<file path="config.mk">
export PLATFORM = sky130hd
export DESIGN_NAME = wake_interval_planner_flat
export DESIGN_NICKNAME = d
export VERILOG_FILES = /design/src/design/wip_pkg.sv /design/src/design/wip_in_if.sv /design/src/design/wip_out_if.sv /design/src/design/wip_cfg_if.sv /design/src/design/wip_daymod.sv /design/src/design/wake_interval_planner.sv /design/src/flat_wrapper.sv
export SDC_FILE = /design/constraint.sdc
export NUM_CORES = 2
export LEC_CHECK = 0
export ABC_AREA = 0
export BUFFER_PORTS_ARGS = -buffer_cell sky130_fd_sc_hd__buf_2
export CORE_ASPECT_RATIO = 1.1
export CORE_MARGIN = 3
export CORE_UTILIZATION = 60
export DETAILED_ROUTE_END_ITERATION = 12
export PLACE_DENSITY = 0.79
export SLEW_MARGIN = 20
export SYNTH_ARGS = -nofsm -noshare
export SYNTH_HDL_FRONTEND = slang
export SYNTH_SLANG_ARGS = --single-unit
</file>
<file path="constraint.sdc">
create_clock -name clk -period 41.3 [get_ports clk]
set_clock_uncertainty 0.2 [all_clocks]
set_input_delay 12.39 -clock clk [delete_from_list [all_inputs] [get_ports clk]]
set_output_delay 12.39 -clock clk [all_outputs]
set_load 0.02 [all_outputs]
</file>
<file path="src/design/wip_pkg.sv">
// ----------------------------------------------------------------------------
// wip_pkg
// Shared types, constants and helper functions of the wake interval planner.
// ----------------------------------------------------------------------------
package wip_pkg;

  localparam int TIME_BITS = 40;

  localparam int MIN_W    = 11;
  localparam int OFS_W    = 17;
  localparam int SEC_W    = 17;
  localparam int IVL_W    = 17;
  localparam int CD_W     = 18;
  localparam int SUM3_W   = 19;
  localparam int STREAK_W = 16;

  localparam int CFG_IDX_W  = 3;
  localparam int CFG_DATA_W = 17;

  typedef enum logic [CFG_IDX_W-1:0] {
    REG_CHECK_BATT,
    REG_CHECK_USB,
    REG_QUIET_START,
    REG_QUIET_END,
    REG_UTC_OFS
  } cfg_reg_t;

  localparam int DAY_SECS       = 86400;
  localparam int MIN_SLEEP      = 60;
  localparam int LONG_BACKOFF   = 3 * 3600;
  localparam int BACKOFF_STREAK = 24;
  localparam int RETRY_STEPS    = 3;
  localparam int RESET_MIN_BATT = 60;
  localparam int RESET_MIN_USB  = 15;

  localparam logic [IVL_W-1:0] RETRY_SECS [RETRY_STEPS] = '{
    IVL_W'(5 * 60), IVL_W'(15 * 60), IVL_W'(30 * 60)
  };

  // Day-of-second unit: 86400 = 128 * 675, so the low seven bits pass
  // through and the rest is reduced modulo 675 by folding and a reciprocal.
  localparam int DM_LO_W   = 7;
  localparam int DM_DIV    = 675;
  localparam int DM_X_W    = TIME_BITS - DM_LO_W;
  localparam int DM_CH_W   = 12;
  localparam int DM_NCH    = (DM_X_W + DM_CH_W - 1) / DM_CH_W;
  localparam int DM_WT_W   = 10;
  localparam int DM_PROD_W = DM_CH_W + DM_WT_W;
  localparam int DM_SUM_W  = DM_PROD_W + $clog2(DM_NCH);
  localparam int DM_RS     = DM_SUM_W + DM_WT_W;
  localparam int DM_M_W    = DM_SUM_W + 1;
  localparam int DM_Q_W    = DM_SUM_W - 9;
  localparam logic [DM_M_W-1:0] DM_RECIP =
    DM_M_W'(((64'd1 << DM_RS) + DM_DIV - 1) / DM_DIV);
  localparam int DM_STAGES = 4;

  // Pipeline stage numbers of the top level.
  localparam int ST_SUM3  = DM_STAGES;
  localparam int ST_SOD   = DM_STAGES + 1;
  localparam int ST_QUIET = DM_STAGES + 2;
  localparam int ST_CD    = DM_STAGES + 3;
  localparam int ST_OUT   = DM_STAGES + 4;
  localparam int NST      = DM_STAGES + 5;

  typedef struct packed {
    logic             tvalid;
    logic [IVL_W-1:0] ivl;
    logic             show_near;
    logic [CD_W-1:0]  show_dt;
  } side_t;

  function automatic logic [IVL_W-1:0] min_to_sec(input logic [MIN_W-1:0] mins);
    return (IVL_W'(mins) << 6) - (IVL_W'(mins) << 2);
  endfunction

  // Weight of a 12-bit chunk: 2^(12*idx) mod 675.
  function automatic logic [DM_WT_W-1:0] dm_weight(input int idx);
    longint unsigned w;
    w = 1;
    for (int k = 0; k < idx; k++) begin
      w = (w << DM_CH_W) % DM_DIV;
    end
    return DM_WT_W'(w);
  endfunction

endpackage

</file>
<file path="src/design/wip_in_if.sv">
// ----------------------------------------------------------------------------
// wip_in_if
// Request channel of the wake interval planner.
// ----------------------------------------------------------------------------
interface wip_in_if;
  import wip_pkg::*;

  logic                     valid;
  logic                     ready;
  logic [TIME_BITS-1:0]     now_seconds;
  logic                     on_usb;
  logic [STREAK_W-1:0]      fail_streak;
  logic                     time_valid;
  logic [TIME_BITS-1:0]     next_show_time;

  modport source (output valid, now_seconds, on_usb, fail_streak, time_valid,
                  next_show_time, input ready);
  modport sink (input valid, now_seconds, on_usb, fail_streak, time_valid,
                next_show_time, output ready);
endinterface

</file>
<file path="src/design/wip_out_if.sv">
// ----------------------------------------------------------------------------
// wip_out_if
// Result channel of the wake interval planner.
// ----------------------------------------------------------------------------
interface wip_out_if;
  import wip_pkg::*;

  logic             valid;
  logic             ready;
  logic [SEC_W-1:0] sleep_seconds;
  logic             is_check;

  modport source (output valid, sleep_seconds, is_check, input ready);
  modport sink (input valid, sleep_seconds, is_check, output ready);
endinterface

</file>
<file path="src/design/wip_cfg_if.sv">
// ----------------------------------------------------------------------------
// wip_cfg_if
// Register write channel of the wake interval planner.
// ----------------------------------------------------------------------------
interface wip_cfg_if;
  import wip_pkg::*;

  logic                  valid;
  logic                  ready;
  logic [CFG_IDX_W-1:0]  index;
  logic [CFG_DATA_W-1:0] wdata;

  modport source (output valid, index, wdata, input ready);
  modport sink (input valid, index, wdata, output ready);
endinterface

</file>
<file path="src/design/wip_daymod.sv">
// ----------------------------------------------------------------------------
// wip_daymod
// Four-stage pipeline giving the second of the UTC day of an epoch time.
// ----------------------------------------------------------------------------
module wip_daymod (
  input  logic                          clk,
  input  logic                          adv,
  input  logic [wip_pkg::TIME_BITS-1:0] now_seconds,
  output logic [wip_pkg::SEC_W-1:0]     now_sod
);
  import wip_pkg::*;

  logic [DM_CH_W*DM_NCH-1:0]   x_pad;
  logic [DM_PROD_W-1:0]        prod_nxt [DM_NCH];
  logic [DM_PROD_W-1:0]        prod_r [DM_NCH];
  logic [DM_LO_W-1:0]          lo_r [DM_STAGES-1];
  logic [DM_SUM_W-1:0]         sum_nxt;
  logic [DM_SUM_W-1:0]         sum_r;
  logic [DM_SUM_W+DM_M_W-1:0]  recip_prod;
  logic [DM_Q_W-1:0]           q_r;
  logic [DM_WT_W-1:0]          vlo_r;
  logic [DM_WT_W-1:0]          rem_nxt;
  logic [SEC_W-1:0]            sod_r;

  assign x_pad = (DM_CH_W*DM_NCH)'(now_seconds[TIME_BITS-1:DM_LO_W]);

  // Each chunk is replaced by its residue weight times its value; the sum
  // is congruent to the upper time bits modulo 675.
  for (genvar i = 0; i < DM_NCH; i++) begin : g_fold
    localparam logic [DM_WT_W-1:0] WT = dm_weight(i);
    assign prod_nxt[i] = DM_PROD_W'(x_pad[i*DM_CH_W +: DM_CH_W]) * DM_PROD_W'(WT);
  end

  always_comb begin
    sum_nxt = '0;
    for (int i = 0; i < DM_NCH; i++) begin
      sum_nxt = sum_nxt + DM_SUM_W'(prod_r[i]);
    end
  end

  // The reciprocal is rounded up with enough fraction bits that the
  // quotient is exact over the whole range of the folded sum.
  assign recip_prod = (DM_SUM_W+DM_M_W)'(sum_r) * (DM_SUM_W+DM_M_W)'(DM_RECIP);

  // The remainder is below 1024, so ten bits of the difference suffice.
  assign rem_nxt = vlo_r - DM_WT_W'(q_r[DM_WT_W-1:0] * DM_WT_W'(DM_DIV));

  always_ff @(posedge clk) begin
    if (adv) begin
      for (int i = 0; i < DM_NCH; i++) begin
        prod_r[i] <= prod_nxt[i];
      end
      lo_r[0] <= now_seconds[DM_LO_W-1:0];
      for (int k = 1; k < DM_STAGES - 1; k++) begin
        lo_r[k] <= lo_r[k-1];
      end
      sum_r <= sum_nxt;
      q_r   <= recip_prod[DM_RS +: DM_Q_W];
      vlo_r <= sum_r[DM_WT_W-1:0];
      sod_r <= {rem_nxt, lo_r[DM_STAGES-2]};
    end
  end

  assign now_sod = sod_r;

endmodule

</file>
<file path="src/design/wake_interval_planner.sv">
// ----------------------------------------------------------------------------
// wake_interval_planner
// Plans the next sleep length and wake kind from time, power and failures.
// ----------------------------------------------------------------------------
//  Channel  Dir  Beat contents
//  in_ch    in   now_seconds, on_usb, fail_streak, time_valid, next_show_time
//  out_ch   out  sleep_seconds, is_check
//  cfg_ch   in   index, wdata (register write, always ready)
//
//  Nine register stages; one request is taken per cycle while the output
//  register is empty or taken.
//  The day-of-second reduction of the 40-bit time fills the first four stages.
//  Reset is synchronous and active low; it empties the pipeline and loads the
//  register defaults.
//  All stages advance together whenever the output register is empty or taken.
// ----------------------------------------------------------------------------
module wake_interval_planner (
  input  logic  clk,
  input  logic  rst_n,
  wip_in_if.sink    in_ch,
  wip_out_if.source out_ch,
  wip_cfg_if.sink   cfg_ch
);
  import wip_pkg::*;

  logic [IVL_W-1:0]        chk_batt_r;
  logic [IVL_W-1:0]        chk_usb_r;
  logic [IVL_W-1:0]        quiet_start_r;
  logic [IVL_W-1:0]        quiet_end_r;
  logic signed [OFS_W-1:0] utc_ofs_r;

  logic [NST-1:0]          v_r;
  logic                    adv;
  side_t                   side_nxt;
  side_t                   side_r [NST-1];

  logic [IVL_W-1:0]        ivl_nxt;
  logic [IVL_W-1:0]        base_sec;
  logic [IVL_W-1:0]        retry_sec;
  logic [TIME_BITS-1:0]    show_diff;
  logic [OFS_W:0]          ofs_wrap;
  logic [SEC_W-1:0]        ofs_day;
  logic [SEC_W-1:0]        dm_sod;

  logic [SUM3_W-1:0]       t_nxt;
  logic [SUM3_W-1:0]       t_r;
  logic [SEC_W-1:0]        sod_nxt;
  logic [SEC_W-1:0]        sod_r;
  logic                    quiet_nxt;
  logic                    quiet_r;
  logic [SEC_W:0]          add_raw;
  logic [SEC_W-1:0]        add_nxt;
  logic [SEC_W-1:0]        add_r;
  logic [CD_W-1:0]         cd_nxt;
  logic [CD_W-1:0]         cd_r;
  logic [CD_W-1:0]         wake_sec;
  logic                    is_check_nxt;
  logic                    is_check_r;
  logic [SEC_W-1:0]        sleep_nxt;
  logic [SEC_W-1:0]        sleep_r;

  // Register file; minute settings are kept as seconds.
  assign cfg_ch.ready = 1'b1;

  always_ff @(posedge clk) begin
    if (!rst_n) begin
      chk_batt_r    <= min_to_sec(MIN_W'(RESET_MIN_BATT));
      chk_usb_r     <= min_to_sec(MIN_W'(RESET_MIN_USB));
      quiet_start_r <= '0;
      quiet_end_r   <= '0;
      utc_ofs_r     <= '0;
    end else if (cfg_ch.valid) begin
      case (cfg_reg_t'(cfg_ch.index))
        REG_CHECK_BATT:  chk_batt_r    <= min_to_sec(cfg_ch.wdata[MIN_W-1:0]);
        REG_CHECK_USB:   chk_usb_r     <= min_to_sec(cfg_ch.wdata[MIN_W-1:0]);
        REG_QUIET_START: quiet_start_r <= min_to_sec(cfg_ch.wdata[MIN_W-1:0]);
        REG_QUIET_END:   quiet_end_r   <= min_to_sec(cfg_ch.wdata[MIN_W-1:0]);
        REG_UTC_OFS:     utc_ofs_r     <= cfg_ch.wdata[OFS_W-1:0];
        default: ;
      endcase
    end
  end

  // The offset lies within one day either side, so one add folds it in.
  assign ofs_wrap = {utc_ofs_r[OFS_W-1], utc_ofs_r} + (OFS_W+1)'(DAY_SECS);
  assign ofs_day  = utc_ofs_r[OFS_W-1] ? ofs_wrap[SEC_W-1:0] : SEC_W'(utc_ofs_r);

  // Pipeline control: every stage moves when the output slot frees up.
  assign adv          = !v_r[ST_OUT] || out_ch.ready;
  assign in_ch.ready  = adv;

  always_ff @(posedge clk) begin
    if (!rst_n) begin
      v_r <= '0;
    end else if (adv) begin
      v_r <= {v_r[NST-2:0], in_ch.valid};
    end
  end

  // Stage 0: check interval and the distance to the pending message.
  assign base_sec  = in_ch.on_usb ? chk_usb_r : chk_batt_r;
  assign retry_sec = RETRY_SECS[in_ch.fail_streak[1:0] - 2'd1];
  assign show_diff = in_ch.next_show_time - in_ch.now_seconds;

  always_comb begin
    ivl_nxt = base_sec;
    if (in_ch.fail_streak != '0 && in_ch.fail_streak <= STREAK_W'(RETRY_STEPS)) begin
      if (retry_sec < base_sec) begin
        ivl_nxt = retry_sec;
      end
    end else if (in_ch.fail_streak > STREAK_W'(BACKOFF_STREAK) && !in_ch.on_usb &&
                 base_sec < IVL_W'(LONG_BACKOFF)) begin
      ivl_nxt = IVL_W'(LONG_BACKOFF);
    end
    side_nxt.tvalid    = in_ch.time_valid;
    side_nxt.ivl       = ivl_nxt;
    side_nxt.show_near = (in_ch.next_show_time > in_ch.now_seconds) &&
                         (show_diff[TIME_BITS-1:CD_W] == '0);
    side_nxt.show_dt   = show_diff[CD_W-1:0];
  end

  wip_daymod u_daymod (
    .clk         (clk),
    .adv         (adv),
    .now_seconds (in_ch.now_seconds),
    .now_sod     (dm_sod)
  );

  // Local second of day of the check time, before reduction.
  assign t_nxt = SUM3_W'(dm_sod) + SUM3_W'(side_r[ST_SUM3-1].ivl) + SUM3_W'(ofs_day);

  // The sum stays below four days.
  always_comb begin
    if (t_r >= SUM3_W'(3 * DAY_SECS)) begin
      sod_nxt = SEC_W'(t_r - SUM3_W'(3 * DAY_SECS));
    end else if (t_r >= SUM3_W'(2 * DAY_SECS)) begin
      sod_nxt = SEC_W'(t_r - SUM3_W'(2 * DAY_SECS));
    end else if (t_r >= SUM3_W'(DAY_SECS)) begin
      sod_nxt = SEC_W'(t_r - SUM3_W'(DAY_SECS));
    end else begin
      sod_nxt = SEC_W'(t_r);
    end
  end

  // Quiet window test in seconds; the minute bounds compare the same way.
  always_comb begin
    if (quiet_start_r == quiet_end_r) begin
      quiet_nxt = 1'b0;
    end else if (quiet_start_r < quiet_end_r) begin
      quiet_nxt = (sod_r >= quiet_start_r) && (sod_r < quiet_end_r);
    end else begin
      quiet_nxt = (sod_r >= quiet_start_r) || (sod_r < quiet_end_r);
    end
    add_raw = {1'b0, quiet_end_r} - {1'b0, sod_r};
    if (add_raw[SEC_W] || add_raw == '0) begin
      add_nxt = SEC_W'(add_raw + (SEC_W+1)'(DAY_SECS));
    end else begin
      add_nxt = add_raw[SEC_W-1:0];
    end
  end

  assign cd_nxt = CD_W'(side_r[ST_CD-1].ivl) + (quiet_r ? CD_W'(add_r) : '0);

  // Final choice between check and message, then the sleep clamp.
  always_comb begin
    if (!side_r[ST_OUT-1].tvalid) begin
      wake_sec     = CD_W'(side_r[ST_OUT-1].ivl);
      is_check_nxt = 1'b1;
    end else if (side_r[ST_OUT-1].show_near && side_r[ST_OUT-1].show_dt < cd_r) begin
      wake_sec     = side_r[ST_OUT-1].show_dt;
      is_check_nxt = 1'b0;
    end else begin
      wake_sec     = cd_r;
      is_check_nxt = 1'b1;
    end
    if (wake_sec < CD_W'(MIN_SLEEP)) begin
      sleep_nxt = SEC_W'(MIN_SLEEP);
    end else if (wake_sec > CD_W'(DAY_SECS)) begin
      sleep_nxt = SEC_W'(DAY_SECS);
    end else begin
      sleep_nxt = SEC_W'(wake_sec);
    end
  end

  always_ff @(posedge clk) begin
    if (adv) begin
      side_r[0] <= side_nxt;
      for (int k = 1; k < NST - 1; k++) begin
        side_r[k] <= side_r[k-1];
      end
      t_r        <= t_nxt;
      sod_r      <= sod_nxt;
      quiet_r    <= quiet_nxt;
      add_r      <= add_nxt;
      cd_r       <= cd_nxt;
      sleep_r    <= sleep_nxt;
      is_check_r <= is_check_nxt;
    end
  end

  assign out_ch.valid         = v_r[ST_OUT];
  assign out_ch.sleep_seconds = sleep_r;
  assign out_ch.is_check      = is_check_r;

  a_daymod_range: assert property (@(posedge clk) disable iff (!rst_n)
    v_r[DM_STAGES-1] |-> dm_sod < SEC_W'(DAY_SECS))
    else $error("day-of-second unit gave a value of a day or more");

  a_sod_range: assert property (@(posedge clk) disable iff (!rst_n)
    v_r[ST_SOD] |-> sod_r < SEC_W'(DAY_SECS))
    else $error("local second of day out of range");

  a_quiet_shift: assert property (@(posedge clk) disable iff (!rst_n)
    v_r[ST_QUIET] && quiet_r |-> add_r != '0)
    else $error("quiet window shift is zero");

  a_sleep_range: assert property (@(posedge clk) disable iff (!rst_n)
    v_r[ST_OUT] |-> sleep_r >= SEC_W'(MIN_SLEEP) && sleep_r <= SEC_W'(DAY_SECS))
    else $error("sleep length outside its clamp");

  a_advance: assert property (@(posedge clk) disable iff (!rst_n)
    adv && v_r[ST_OUT-1] |=> v_r[ST_OUT])
    else $error("result lost between last stage and output register");

endmodule

</file>
<file path="src/flat_wrapper.sv">
// flat-port wrapper written by rule: the top's interface ports become plain ports
module wake_interval_planner_flat import wip_pkg::*;
  (clk, rst_n, in_ch_valid, in_ch_now_seconds, in_ch_on_usb, in_ch_fail_streak, in_ch_time_valid, in_ch_next_show_time, in_ch_ready, out_ch_valid, out_ch_sleep_seconds, out_ch_is_check, out_ch_ready, cfg_ch_valid, cfg_ch_index, cfg_ch_wdata, cfg_ch_ready);
  wip_in_if in_ch_i ();
  wip_out_if out_ch_i ();
  wip_cfg_if cfg_ch_i ();
  input  logic clk;
  input  logic rst_n;
  input wire logic [$bits(in_ch_i.valid)-1:0] in_ch_valid;
  input wire logic [$bits(in_ch_i.now_seconds)-1:0] in_ch_now_seconds;
  input wire logic [$bits(in_ch_i.on_usb)-1:0] in_ch_on_usb;
  input wire logic [$bits(in_ch_i.fail_streak)-1:0] in_ch_fail_streak;
  input wire logic [$bits(in_ch_i.time_valid)-1:0] in_ch_time_valid;
  input wire logic [$bits(in_ch_i.next_show_time)-1:0] in_ch_next_show_time;
  output wire logic [$bits(in_ch_i.ready)-1:0] in_ch_ready;
  output wire logic [$bits(out_ch_i.valid)-1:0] out_ch_valid;
  output wire logic [$bits(out_ch_i.sleep_seconds)-1:0] out_ch_sleep_seconds;
  output wire logic [$bits(out_ch_i.is_check)-1:0] out_ch_is_check;
  input wire logic [$bits(out_ch_i.ready)-1:0] out_ch_ready;
  input wire logic [$bits(cfg_ch_i.valid)-1:0] cfg_ch_valid;
  input wire logic [$bits(cfg_ch_i.index)-1:0] cfg_ch_index;
  input wire logic [$bits(cfg_ch_i.wdata)-1:0] cfg_ch_wdata;
  output wire logic [$bits(cfg_ch_i.ready)-1:0] cfg_ch_ready;
  assign in_ch_i.valid = in_ch_valid;
  assign in_ch_i.now_seconds = in_ch_now_seconds;
  assign in_ch_i.on_usb = in_ch_on_usb;
  assign in_ch_i.fail_streak = in_ch_fail_streak;
  assign in_ch_i.time_valid = in_ch_time_valid;
  assign in_ch_i.next_show_time = in_ch_next_show_time;
  assign in_ch_ready = in_ch_i.ready;
  assign out_ch_valid = out_ch_i.valid;
  assign out_ch_sleep_seconds = out_ch_i.sleep_seconds;
  assign out_ch_is_check = out_ch_i.is_check;
  assign out_ch_i.ready = out_ch_ready;
  assign cfg_ch_i.valid = cfg_ch_valid;
  assign cfg_ch_i.index = cfg_ch_index;
  assign cfg_ch_i.wdata = cfg_ch_wdata;
  assign cfg_ch_ready = cfg_ch_i.ready;
  wake_interval_planner u_core (.clk(clk), .rst_n(rst_n), .in_ch(in_ch_i), .out_ch(out_ch_i), .cfg_ch(cfg_ch_i));
endmodule
</file>
==> results.toml <==
[outcome]
status = "completed"

[sta]
tightest_slew_ns = 0.9722
hold_violations = 0
timing.setup.tns_ns = 0
max_freq_ghz = 0.03739
post-route-period-util = 0.6475
slew_violations = 0
setup_viol = 0
whs_ns = 0.2019
slew_headroom = 0.3518
rsz0062_at_grt = "false"
fin_crit_ns = 26.74

[placed_design]
gp_congestion = 0.9177
numPortBuffers = 142
dp_hpwl_mm = 62.58

[clocking]
tritoncts = "built"
clock_sinks = 578
cts_buffers = 57
htree_num_levels = 2
path_clk_slew_ns = 0.06
worstSkewPairLatency_ns = 0.63
postCtsSetupRepairBufs = 0
cts-root-buf = "clkbuf_16"
cts_resized = 0
clock_path_buffers = 3
ctsHoldBuffers = 0

[critical_path]
crit_type = "primary input to output pin"
worstPathRequired_ns = 28.71
cpMostUsedCell = "buf_2"
crit_path_top_delay_cell = "nor2b_1"
path_delay_family = "buffers and inverters"
crit_fanout = 119
critPathMaxStageDelay_ns = 0.72
critPathLaunchType = "primary input"
end_kind = "output pin"
ff2ff_path_depth = 22
r2r_slack_ns = 33.86
crit_buf_inv = 3
path_cells = "buf_2, nor2b_1, inv_8, buf_2"
r2r-start = "u_core.u_daymod.sum_r[15]"
cp.arrival_ns = 14.15
rr_endpoint = "u_core.u_daymod.q_r[5]"

[die]
die_y_um = 272.2
die_w_um = 248.0
row_count = 96
core_um2 = 63060
io-pin-count = 144
initial_core_util = 0.6131
die_area_um2 = 67530

[logic_synthesis]
ys_warn_count = 0
synth-adder-area-share = 0.2679
ys_types = 89
async_flop_share = 0
netlist_area_um2 = 38660
dominantRegCellSynth = "edfxtp_1"
synthMuxAreaShare = 0.01045
synth_cells = 3444
synth_xor_area_frac = 0.03828
synth_top_family_by_area = "adder cells"
seq_area_frac_synth = 0.4266
synth_nets = 4282
synth-seq-cells = 578
synth-edff-count = 492
syn_area_per_cell_um2 = 11.23
yosys.area_share.simple = 0.09096
synth_compound_gate_area_share = 0.1079

[global_route]
grt_usage = 0.2439
grt_pass1_vias = 25220
antenna_found_initial = 8
grt_pass1_wl_mm = 129.6
grt_max_degree = 173
grt_remaining_overflow = 0

[layout]
synthToLayoutAreaGrowth_pct = 8.802
drive_above_1_share = 0.07688
nNetsFinal = 4420

[flow_run]
cap_violations = 0

[worst_hold_path]
hold_depth = 0
min_path_type = "register to register"
min_from = "u_core.side_r[0][116]"
hold_end = "u_core.side_r[1][5]"

[detailed_routing]
finalWirelength_mm = 81.44
vias = 25290
antenna_left = 0
drcViolationCount = 0
routedWlPerCell_um = 18.24
drtIter0Drc = 1499
dr.pass1.iters = 6
vias_per_cell = 5.663
[cells by family after synthesis]
kind of cell	count (synthesis)
xor+xnor	169
simple gates	720
compound gates	629
other cells	2
flops	578
buf+inv	591
mux	40
fa+ha+maj	715
[how the worst max path moves through the flow]
stage	from	endpoint	slack, ns	cells past startpoint
after CTS	out_ch_ready	in_ch_ready	14.62	4
final	out_ch_ready	in_ch_ready	14.56	4
after global placement	out_ch_ready	in_ch_ready	14.71	4
after detailed placement	out_ch_ready	in_ch_ready	14.65	4
after floorplan	out_ch_ready	in_ch_ready	6.79	3
after global routing	out_ch_ready	in_ch_ready	14.50	4
[layout by cell type (no fill, tap or decap), types with 53 or more instances in the layout]
cell       count
a21oi_1      169
dfxtp_1       86
fa_1         188
inv_1        520
nor2_1       137
ha_1         527
nand2_1      250
edfxtp_1     492
xnor2_1      113
xor2_1        56
o21ai_0      108
nand3_1       53
a21boi_0      54
a21o_1        67
clkbuf_16     57
buf_2        142
[routing by layer]
metal  routed length (um)  global-route usage
met1                33760              0.3107
met3                 4389             0.03820
met2                40190              0.4217
met5                   57                   0
met4                 3037             0.08679
[stage by stage]
stage,util,instance area [um^2],setup slack (ns),cells
global route,0.6669,42060,14.50,4462
global placement,0.6377,40210,14.71,4356
floorplan,-,38660,6.786,3444
finish,0.6671,42070,14.56,4466
CTS,0.6669,42050,14.62,4462
detailed placement,0.6378,40220,14.65,4356
[cell usage after synthesis, types with 23 or more instances]
cell | instances | share of area
fa_1 | 188 | 0.097
xor2_1 | 56 | 0.013
a21o_1 | 67 | 0.013
a21oi_1 | 169 | 0.022
xnor2_1 | 113 | 0.026
mux2i_1 | 37 | 0.0096
nor2b_1 | 31 | 0.0050
edfxtp_1 | 492 | 0.38
ha_1 | 527 | 0.17
clkbuf_1 | 61 | 0.0059
nor3_1 | 51 | 0.0066
and2_1 | 32 | 0.0052
nand2_1 | 250 | 0.024
nand4_1 | 34 | 0.0055
dfxtp_1 | 86 | 0.045
o21ai_0 | 108 | 0.014
o21a_1 | 46 | 0.0089
nor2_1 | 138 | 0.013
a31oi_1 | 23 | 0.0037
a21boi_0 | 54 | 0.010
nand3_1 | 53 | 0.0069
nand2b_1 | 24 | 0.0039
inv_1 | 520 | 0.050
[area by class of cell]
| class | instances | area, um^2 |
|---|---|---|
| sequential | 578 | 16500 |
| clock buffer | 71 | 1509 |
| tap | 833 | 1042 |
| fill | 4693 | 20990 |
| clock inverter | 35 | 327.8 |
| inverter | 521 | 1963 |
| multi-input combinational | 2275 | 19940 |
| antenna | 4 | 10.01 |
| timing repair buffer | 149 | 779.5 |
[sequential cells by signal (all words and copies together) (netlist names), 10 cells and up]
name,cells
u_core.add_r,17
u_core.cd_r,18
u_core.chk_batt_r,15
u_core.chk_usb_r,15
u_core.out_ch.sleep_seconds,17
u_core.quiet_end_r,15
u_core.quiet_start_r,15
u_core.side_r,280
u_core.sod_r,17
u_core.t_r,19
u_core.u_daymod.lo_r,21
u_core.u_daymod.now_sod,17
u_core.u_daymod.prod_r,45
u_core.u_daymod.q_r,10
u_core.u_daymod.sum_r,19
u_core.u_daymod.vlo_r,10
u_core.utc_ofs_r,17
[worst register-to-register path, stage by stage, from the launching register on]
cell,delay (ns)
edfxtp_1,0.64
fa_1,0.52
ha_1,0.22
fa_1,0.51
inv_1,0.05
fa_1,0.48
inv_1,0.06
fa_1,0.54
inv_1,0.06
fa_1,0.54
inv_1,0.04
ha_1,0.29
ha_1,0.31
a21o_1,0.16
a21o_1,0.18
a211oi_1,0.51
o21ai_0,0.18
a211oi_1,0.26
o21ai_0,0.27
a221oi_1,0.59
o21ai_0,0.23
a21oi_1,0.21
xnor2_1,0.11
Power is left out: the tool's default activity adds up to more than one toggle a clock period on the data nets, which glitch-free logic cannot reach.
